## config.mk

```make
export PLATFORM = sky130hd
export DESIGN_NAME = ber_tag_length_header_parser
export DESIGN_NICKNAME = d
export VERILOG_FILES = /design/src/sv/btlh_pkg.sv /design/src/sv/btlh_core.sv /design/src/sv/ber_tag_length_header_parser.sv
export VERILOG_INCLUDE_DIRS = /design/src /design/src/sv
export SDC_FILE = /design/constraint.sdc
export NUM_CORES = 1
export LEC_CHECK = 0
export BUFFER_PORTS_ARGS = -buffer_cell sky130_fd_sc_hd__buf_4
export CORE_UTILIZATION = 60
export DETAILED_ROUTE_END_ITERATION = 10
export PLACE_DENSITY_LB_ADDON = 0.15
export SYNTH_ARGS = -nofsm -noshare
export SYNTH_HDL_FRONTEND = slang
export SYNTH_SLANG_ARGS = --single-unit
```

## constraint.sdc

```tcl
create_clock -name clk -period 8.6 [get_ports clk]
set_input_delay 1.72 -clock clk [delete_from_list [all_inputs] [get_ports clk]]
set_output_delay 1.72 -clock clk [all_outputs]
set_load 0.01 [all_outputs]
```

## src/sv/ber_tag_length_header_parser_assert.svh

```systemverilog
// Assertion macros for the BER header parser, clocked on clk with arst_n reset.
`ifndef BER_TAG_LENGTH_HEADER_PARSER_ASSERT_SVH
`define BER_TAG_LENGTH_HEADER_PARSER_ASSERT_SVH

// Checked property, disabled while reset is asserted.
`define BTLH_ASSERT(lbl, prop, msg) \
	lbl: assert property (@(posedge clk) disable iff (!arst_n) prop) else $error(msg);

// Checked property, also active during reset.
`define BTLH_ASSERT_ALWAYS(lbl, prop, msg) \
	lbl: assert property (@(posedge clk) prop) else $error(msg);

`endif

```

## src/sv/btlh_pkg.sv

```systemverilog
// Types and constants shared by the BER header parser modules.
`default_nettype none

package btlh_pkg;

	typedef enum logic [2:0] {
		PH_IDENT    = 3'd0,
		PH_EOC      = 3'd1,
		PH_HIGHTAG  = 3'd2,
		PH_LENMODE  = 3'd3,
		PH_LENBYTES = 3'd4
	} phase_t;

	typedef enum logic [2:0] {
		ST_OK       = 3'd0,
		ST_EOC      = 3'd1,
		ST_BAD_EOC  = 3'd2,
		ST_TAG_OVF  = 3'd3,
		ST_LEN_LONG = 3'd4
	} status_t;

	localparam logic [4:0] HIGH_TAG_ID = 5'h1f;
	localparam int unsigned RES_BITS = 71;
	localparam int unsigned RES_BYTES_BITS = 72;

	typedef struct packed {
		logic        indefinite;
		logic [31:0] content_length;
		logic [31:0] tag_number;
		logic        constructed;
		logic [1:0]  id_class;
		status_t     status;
	} result_t;

endpackage

`default_nettype wire

```

## src/sv/btlh_core.sv

```systemverilog
// Header parse state and per-byte decode; one byte per enabled cycle.
`default_nettype none

module btlh_core
	import btlh_pkg::*;
#(
	parameter int unsigned TAG_WIDTH        = 32,
	parameter int unsigned MAX_LENGTH_BYTES = 4
) (
	input  wire logic       clk,
	input  wire logic       arst_n,
	input  wire logic       en,
	input  wire logic [7:0] byte_in,
	output logic            res_valid,
	output result_t         res
);

	localparam int unsigned LW = 8 * MAX_LENGTH_BYTES;

	phase_t          phase_q, phase_d;
	logic [1:0]      class_q, class_d;
	logic            cons_q, cons_d;
	logic [TAG_WIDTH-1:0] tag_q, tag_d;
	logic [LW-1:0]   len_q, len_d;
	logic [2:0]      left_q, left_d;

	logic [TAG_WIDTH-1:0] tag_shift;
	logic [LW-1:0]   len_shift;
	logic            tag_ovf;
	logic [6:0]      len_cnt;
	logic [63:0]     tag_ext, len_ext;

	assign tag_shift = (tag_q << 7) | TAG_WIDTH'(byte_in[6:0]);
	assign len_shift = (len_q << 8) | LW'(byte_in);
	assign tag_ovf   = tag_q[TAG_WIDTH-1 -: 7] != 7'd0;
	assign len_cnt   = byte_in[6:0];
	assign tag_ext   = 64'(tag_q);
	assign len_ext   = 64'(len_shift);

	// next state
	always_comb begin
		phase_d = phase_q;
		class_d = class_q;
		cons_d  = cons_q;
		tag_d   = tag_q;
		len_d   = len_q;
		left_d  = left_q;
		case (phase_q)
			PH_EOC: begin
				phase_d = PH_IDENT;
			end
			PH_HIGHTAG: begin
				if (tag_ovf) begin
					phase_d = PH_IDENT;
				end else begin
					tag_d = tag_shift;
					if (!byte_in[7])
						phase_d = PH_LENMODE;
				end
			end
			PH_LENMODE: begin
				if (!byte_in[7] || len_cnt == 7'd0 ||
				    len_cnt > 7'(MAX_LENGTH_BYTES)) begin
					phase_d = PH_IDENT;
				end else begin
					left_d  = 3'(len_cnt - 7'd1);
					len_d   = '0;
					phase_d = PH_LENBYTES;
				end
			end
			PH_LENBYTES: begin
				len_d = len_shift;
				if (left_q == 3'd0)
					phase_d = PH_IDENT;
				else
					left_d = left_q - 3'd1;
			end
			default: begin
				class_d = byte_in[7:6];
				cons_d  = byte_in[5];
				len_d   = '0;
				left_d  = 3'd0;
				if (byte_in[4:0] == HIGH_TAG_ID) begin
					tag_d   = '0;
					phase_d = PH_HIGHTAG;
				end else begin
					tag_d   = TAG_WIDTH'(byte_in[4:0]);
					phase_d = (byte_in[4:0] == 5'd0 && byte_in[7:6] == 2'd0) ?
					          PH_EOC : PH_LENMODE;
				end
			end
		endcase
	end

	// result
	always_comb begin
		res_valid          = 1'b0;
		res.status         = ST_OK;
		res.id_class       = class_q;
		res.constructed    = cons_q;
		res.tag_number     = tag_ext[31:0];
		res.content_length = 32'd0;
		res.indefinite     = 1'b0;
		case (phase_q)
			PH_EOC: begin
				res_valid      = 1'b1;
				res.status     = (byte_in == 8'd0) ? ST_EOC : ST_BAD_EOC;
				res.id_class   = 2'd0;
				res.tag_number = 32'd0;
			end
			PH_HIGHTAG: begin
				res_valid  = tag_ovf;
				res.status = ST_TAG_OVF;
			end
			PH_LENMODE: begin
				if (!byte_in[7]) begin
					res_valid          = 1'b1;
					res.content_length = {24'd0, byte_in};
				end else if (len_cnt == 7'd0) begin
					res_valid      = 1'b1;
					res.indefinite = 1'b1;
				end else if (len_cnt > 7'(MAX_LENGTH_BYTES)) begin
					res_valid  = 1'b1;
					res.status = ST_LEN_LONG;
				end
			end
			PH_LENBYTES: begin
				res_valid          = left_q == 3'd0;
				res.content_length = len_ext[31:0];
			end
			default: begin
				res_valid = 1'b0;
			end
		endcase
	end

	always_ff @(posedge clk or negedge arst_n) begin
		if (!arst_n) begin
			phase_q <= PH_IDENT;
			class_q <= 2'd0;
			cons_q  <= 1'b0;
			tag_q   <= '0;
			len_q   <= '0;
			left_q  <= 3'd0;
		end else if (en) begin
			phase_q <= phase_d;
			class_q <= class_d;
			cons_q  <= cons_d;
			tag_q   <= tag_d;
			len_q   <= len_d;
			left_q  <= left_d;
		end
	end

endmodule

`default_nettype wire

```

## src/sv/ber_tag_length_header_parser.sv

```systemverilog
// Top level of the BER identifier-and-length header parser.
//
//  channel | dir | word                         | accepted when
//  s_*     | in  | one encoded stream byte      | s_tvalid && s_tready
//  m_*     | out | one header or error result   | m_tvalid && m_tready
//
// One byte per cycle sustained while m_tready does not stall the output; the
// byte that completes a header or raises an error passes through the input
// register, then its result is decoded into the output register.
// Reset puts the parser in the identifier phase with all fields cleared.
// A stall on m_tready holds the output register and backs up the input
// register; s_tready drops only when both are full.
`default_nettype none

module ber_tag_length_header_parser
	import btlh_pkg::*;
#(
	parameter int unsigned TAG_WIDTH        = 32,
	parameter int unsigned MAX_LENGTH_BYTES = 4
) (
	input  wire logic        clk,
	input  wire logic        arst_n,
	input  wire logic        s_tvalid,
	output logic             s_tready,
	input  wire logic [7:0]  s_tdata,   // data_byte
	output logic             m_tvalid,
	input  wire logic        m_tready,
	// status[2:0], id_class[4:3], constructed[5], tag_number[37:6],
	// content_length[69:38], indefinite[70], zero[71]
	output logic [RES_BYTES_BITS-1:0] m_tdata
);

	logic       valid_s1;
	logic [7:0] byte_s1;
	logic       advance;
	logic       core_en;
	logic       res_valid;
	result_t    res;
	result_t    out_q;
	logic       out_valid_q;

	assign advance  = !out_valid_q || m_tready;
	assign s_tready = !valid_s1 || advance;
	assign core_en  = valid_s1 && advance;

	always_ff @(posedge clk or negedge arst_n) begin
		if (!arst_n)
			valid_s1 <= 1'b0;
		else if (s_tready)
			valid_s1 <= s_tvalid;
	end

	always_ff @(posedge clk) begin
		if (s_tvalid && s_tready)
			byte_s1 <= s_tdata;
	end

	btlh_core #(
		.TAG_WIDTH        (TAG_WIDTH),
		.MAX_LENGTH_BYTES (MAX_LENGTH_BYTES)
	) u_core (
		.clk       (clk),
		.arst_n    (arst_n),
		.en        (core_en),
		.byte_in   (byte_s1),
		.res_valid (res_valid),
		.res       (res)
	);

	always_ff @(posedge clk or negedge arst_n) begin
		if (!arst_n)
			out_valid_q <= 1'b0;
		else if (advance)
			out_valid_q <= core_en && res_valid;
	end

	always_ff @(posedge clk) begin
		if (core_en && res_valid)
			out_q <= res;
	end

	assign m_tvalid = out_valid_q;
	assign m_tdata  = {1'b0, out_q};

`include "ber_tag_length_header_parser_assert.svh"

	`BTLH_ASSERT(a_stall_cause,
		!s_tready |-> (valid_s1 && out_valid_q && !m_tready),
		"input stalled without a full pipeline")
	`BTLH_ASSERT(a_status_range,
		out_valid_q |-> (out_q.status <= ST_LEN_LONG),
		"undefined status code")
	`BTLH_ASSERT(a_eoc_fields,
		(out_valid_q && (out_q.status == ST_EOC || out_q.status == ST_BAD_EOC)) |->
		(out_q.id_class == 2'd0 && out_q.tag_number == 32'd0 &&
		out_q.content_length == 32'd0 && !out_q.indefinite),
		"end of contents carries fields")
	`BTLH_ASSERT(a_indef_len,
		(out_valid_q && out_q.indefinite) |->
		(out_q.status == ST_OK && out_q.content_length == 32'd0),
		"indefinite form with a length")

endmodule

`default_nettype wire

```

==> summary.md <==
| Metric | Value |
|---|---|
| Die area | 10,220 um2 |
| Detailed Route Iter0 Violations | around 260 |
| Total grt overflow | 0 |
| 1st-pass router iterations | 5 |
| Share of layout cells above drive strength 1 | 0.2703 |
| Sequential Power Share | 0.440 |
| Final Max Slew Viols | 0 |
| Required time worst endpoint | 6.88 ns |
| Residual DRC | 0 |
| Worst Hold Class | flip-flop to flip-flop |
| Hold WS | 0.4583 ns |
| Synth top area share | 0.4026 |
| Tot GR Track Use | 0.2425 |
| Largest net degree at the start of global routing | just under 70 |
| Setup-failing EPs final | 0 |
| Post-CTS Setup Repair Bufs | 0 |
| Nets@finish | 555 |
| Static Leak | 3.173 nW |
| PwrDens | 316.5 nW/um2 |
| Setup CP Type | input port to primary output |
| Die W | 101.1 um |
| F_max | 256.8 MHz |
| Synth area leaders | edfxtp_1 40%, dfrtp_1 28%, nand2_1 5.6% |
| FF+latch count, synth | 146 |
| Sw Pwr | 0.7096 mW |
| Hpwl dp | around 6800 um |
| Worst slew pin tran | approximately 1.2 ns |
| Slew margin rel. | 0.1877 |
| PostCTS Resize Cnt | 0 |
| WP data arrival | around 2.2 ns |
| Setup TNS | 0 ns |
| CTS Buffer Depth | 2 |
| Mapped cell area | 5892 um2 |
| Sequential area share after synthesis | 0.6872 |
| Hold buffer count at CTS | 0 |
| Drt via density | 5.572 |
| Num CTS Buffers | 17 |
| Post-synth EDFFs | 79 |
| Setup Skew | 0.01330 ns |
| Ports | 86 |
| Synth Instances | 460 |
| Syn avg cell area | between 10 and 15 um2 |
| Via count | 3,811 |
| Internal Pwr Total | approximately 1.6 mW |
| Routed wire length per instance | 16.59 um |
| Asr flop ratio synth | 0.4589 |
| Comb power frac | 0.235 |
| Num Clock Sinks | 146 |
| Period utilization | 0.4528 |
| Antenna viol nets, final | 0 |
| Minimum clock period | approximately 3.9 ns |
| Clock share of power | 0.325 |
| Cell Rows | 35 |
| First-pass GRT wire length | around 18,000 um |
| Final Hold Vio Count | 0 |
| Max FO, Critical Path | 3 |
| Max-cap viol count | 0 |
| Net Sw Frac | 0.3101 |
| FILL cells | 601 |
| Power Total | 2.288 mW |
| CORE AREA | approximately 9400 um2 |
| Root Buffer | clkbuf_8 |
| Crit. End Element | primary output |
| Vias in the first global route | ~3,700 |
| Post-synth net total | 473 |
| Port Buf Inserts | 84 |
| Chip height | 101.1 um |
| Insertion delay to the later sink of the worst-skew pair | ~0.53 ns |
| Starting Density | 0.6287 |
| Clock transition at the registers of the reported paths | 0.06 ns |
| CTS tree | done |
| Level count of the clock H-tree | 4 |
| Status | complete, no violations |
| Netlist cell types | 48 |
| Layout area overhead | 22.72% |
| RSZ-0062 raised after global routing | no |
| Routed WL | 11,350 um |
| Critical Path Source Type | input port |
| Diode count | 0 |
| Worst VDD drop | between 200 and 250 uV |
| Initial antenna violation count | 0 |
| Main synth FF type | edfxtp_1 |
| Dominant cell type by area after synthesis | edfxtp_1 |
| Final Wtd Congestion | between 0.8 and 0.9 |
| Ys Warns | 0 |
## cells in the mapped netlist, types with 2 or more instances
library cell / instances
a21oi_1: 5
inv_1: 4
nor2_1: 13
edfxtp_1: 79
and2_1: 28
nand3b_1: 2
mux2_2: 9
buf_2: 4
nor3b_1: 2
mux2_4: 11
nand2_1: 88
nor2b_1: 41
o22a_1: 2
nand2b_1: 5
nor4_1: 2
o21ai_0: 9
o31ai_1: 6
dfrtp_1: 67
o41ai_2: 2
clkbuf_1: 18
nor3_1: 3
or4_1: 2
buf_6: 2
nand3_1: 32
## metal layers
layer	track usage	up-vias	part of all wire
met5	0	-	0
met1	0.3235	1852	0.41
met4	0.1081	0	0.020
met2	0.3789	174	0.50
met3	0.06241	23	0.069
li1	-	1762	-
## worst max-delay path: stages
cell and delay, ns:
buf_4 0.11, inv_1 0.07, nand3_1 0.11, buf_4 0.17
## state kept, by name, indices dropped and copies added (netlist names)
register,flops
byte_s1,8
m_tdata,71
m_tvalid,1
u_core.class_q,2
u_core.cons_q,1
u_core.left_q,3
u_core.len_q,24
u_core.phase_q,3
u_core.tag_q,32
valid_s1,1
## cells by family after synthesis
family | share of synthesized area
AND/OR/NAND/NOR | 0.1922
AO/OA/AOI/OAI | 0.04438
buffers and inverters | 0.02506
flip-flops | 0.6872
multiplexers | 0.04693
adder cells (fa/ha/maj) | 0.002123
XOR/XNOR | 0.001487
other | 0.0006365
## final cells by class
class / count / area, um2 / share of cell area
well taps: 129 / 161.4 / 0.02232
flip-flops and latches: 146 / 4049 / 0.5600
clock buffers: 18 / 427.9 / 0.05918
repair buffers: 89 / 668.1 / 0.09240
multi-input cells: 284 / 1733 / 0.2397
inverters: 4 / 15.01 / 0.002076
clock inverters: 14 / 176.4 / 0.02440
## power groups by stage
stage | combinational [mW] | clock [mW] | sequential, mW
4_1_cts | 0.544 | 0.752 | 1.01
6_report | 0.538 | 0.744 | 1.01
5_1_grt | 0.592 | 0.782 | 1.02
2_1_floorplan | 0.322 | 0 | 1.03
3_5_place_dp | 0.536 | 0 | 1.01
3_3_place_gp | 0.516 | 0 | 1.01
## final timing paths
path,cells past startpoint,end,from,slack (ns)
max,4,s_tready,m_tready,4.71
min,0,m_tdata[5],u_core.cons_q,0.46
max reg2reg,6,m_tdata[30],u_core.phase_q[2],5.04
min reg2reg,0,m_tdata[5],u_core.cons_q,0.46
max in group asynchronous,1,m_tvalid,arst_n,6.74
min in group asynchronous,1,u_core.len_q[8],arst_n,1.29
## per-stage QoR
stage	instance area [um2]	worst slack, ns	util	std cells
2_1_floorplan	5892	2.499	-	460
5_1_grt	7231	4.678	0.7716	684
3_3_place_gp	6626	4.622	0.7071	652
4_1_cts	7231	4.698	0.7716	684
3_5_place_dp	6626	4.467	0.7071	652
6_report	7231	4.706	0.7716	684
## layout by cell type, fill, tap and decap left out, types with 3 or more instances in the layout
| cell | count |
|---|---|
| nand2b_1 | 5 |
| nand2_1 | 88 |
| inv_6 | 5 |
| nand3_1 | 32 |
| a21oi_1 | 4 |
| nor2_1 | 12 |
| bufinv_16 | 3 |
| inv_1 | 4 |
| o31ai_1 | 5 |
| dfrtp_1 | 67 |
| buf_4 | 89 |
| and2_1 | 28 |
| mux2_2 | 9 |
| nor2b_1 | 41 |
| nor3_1 | 3 |
| mux2_4 | 11 |
| edfxtp_1 | 79 |
| clkinvlp_4 | 5 |
| clkbuf_16 | 16 |
| o21ai_0 | 9 |
No activity file was read; power rests on OpenSTA's default activity.
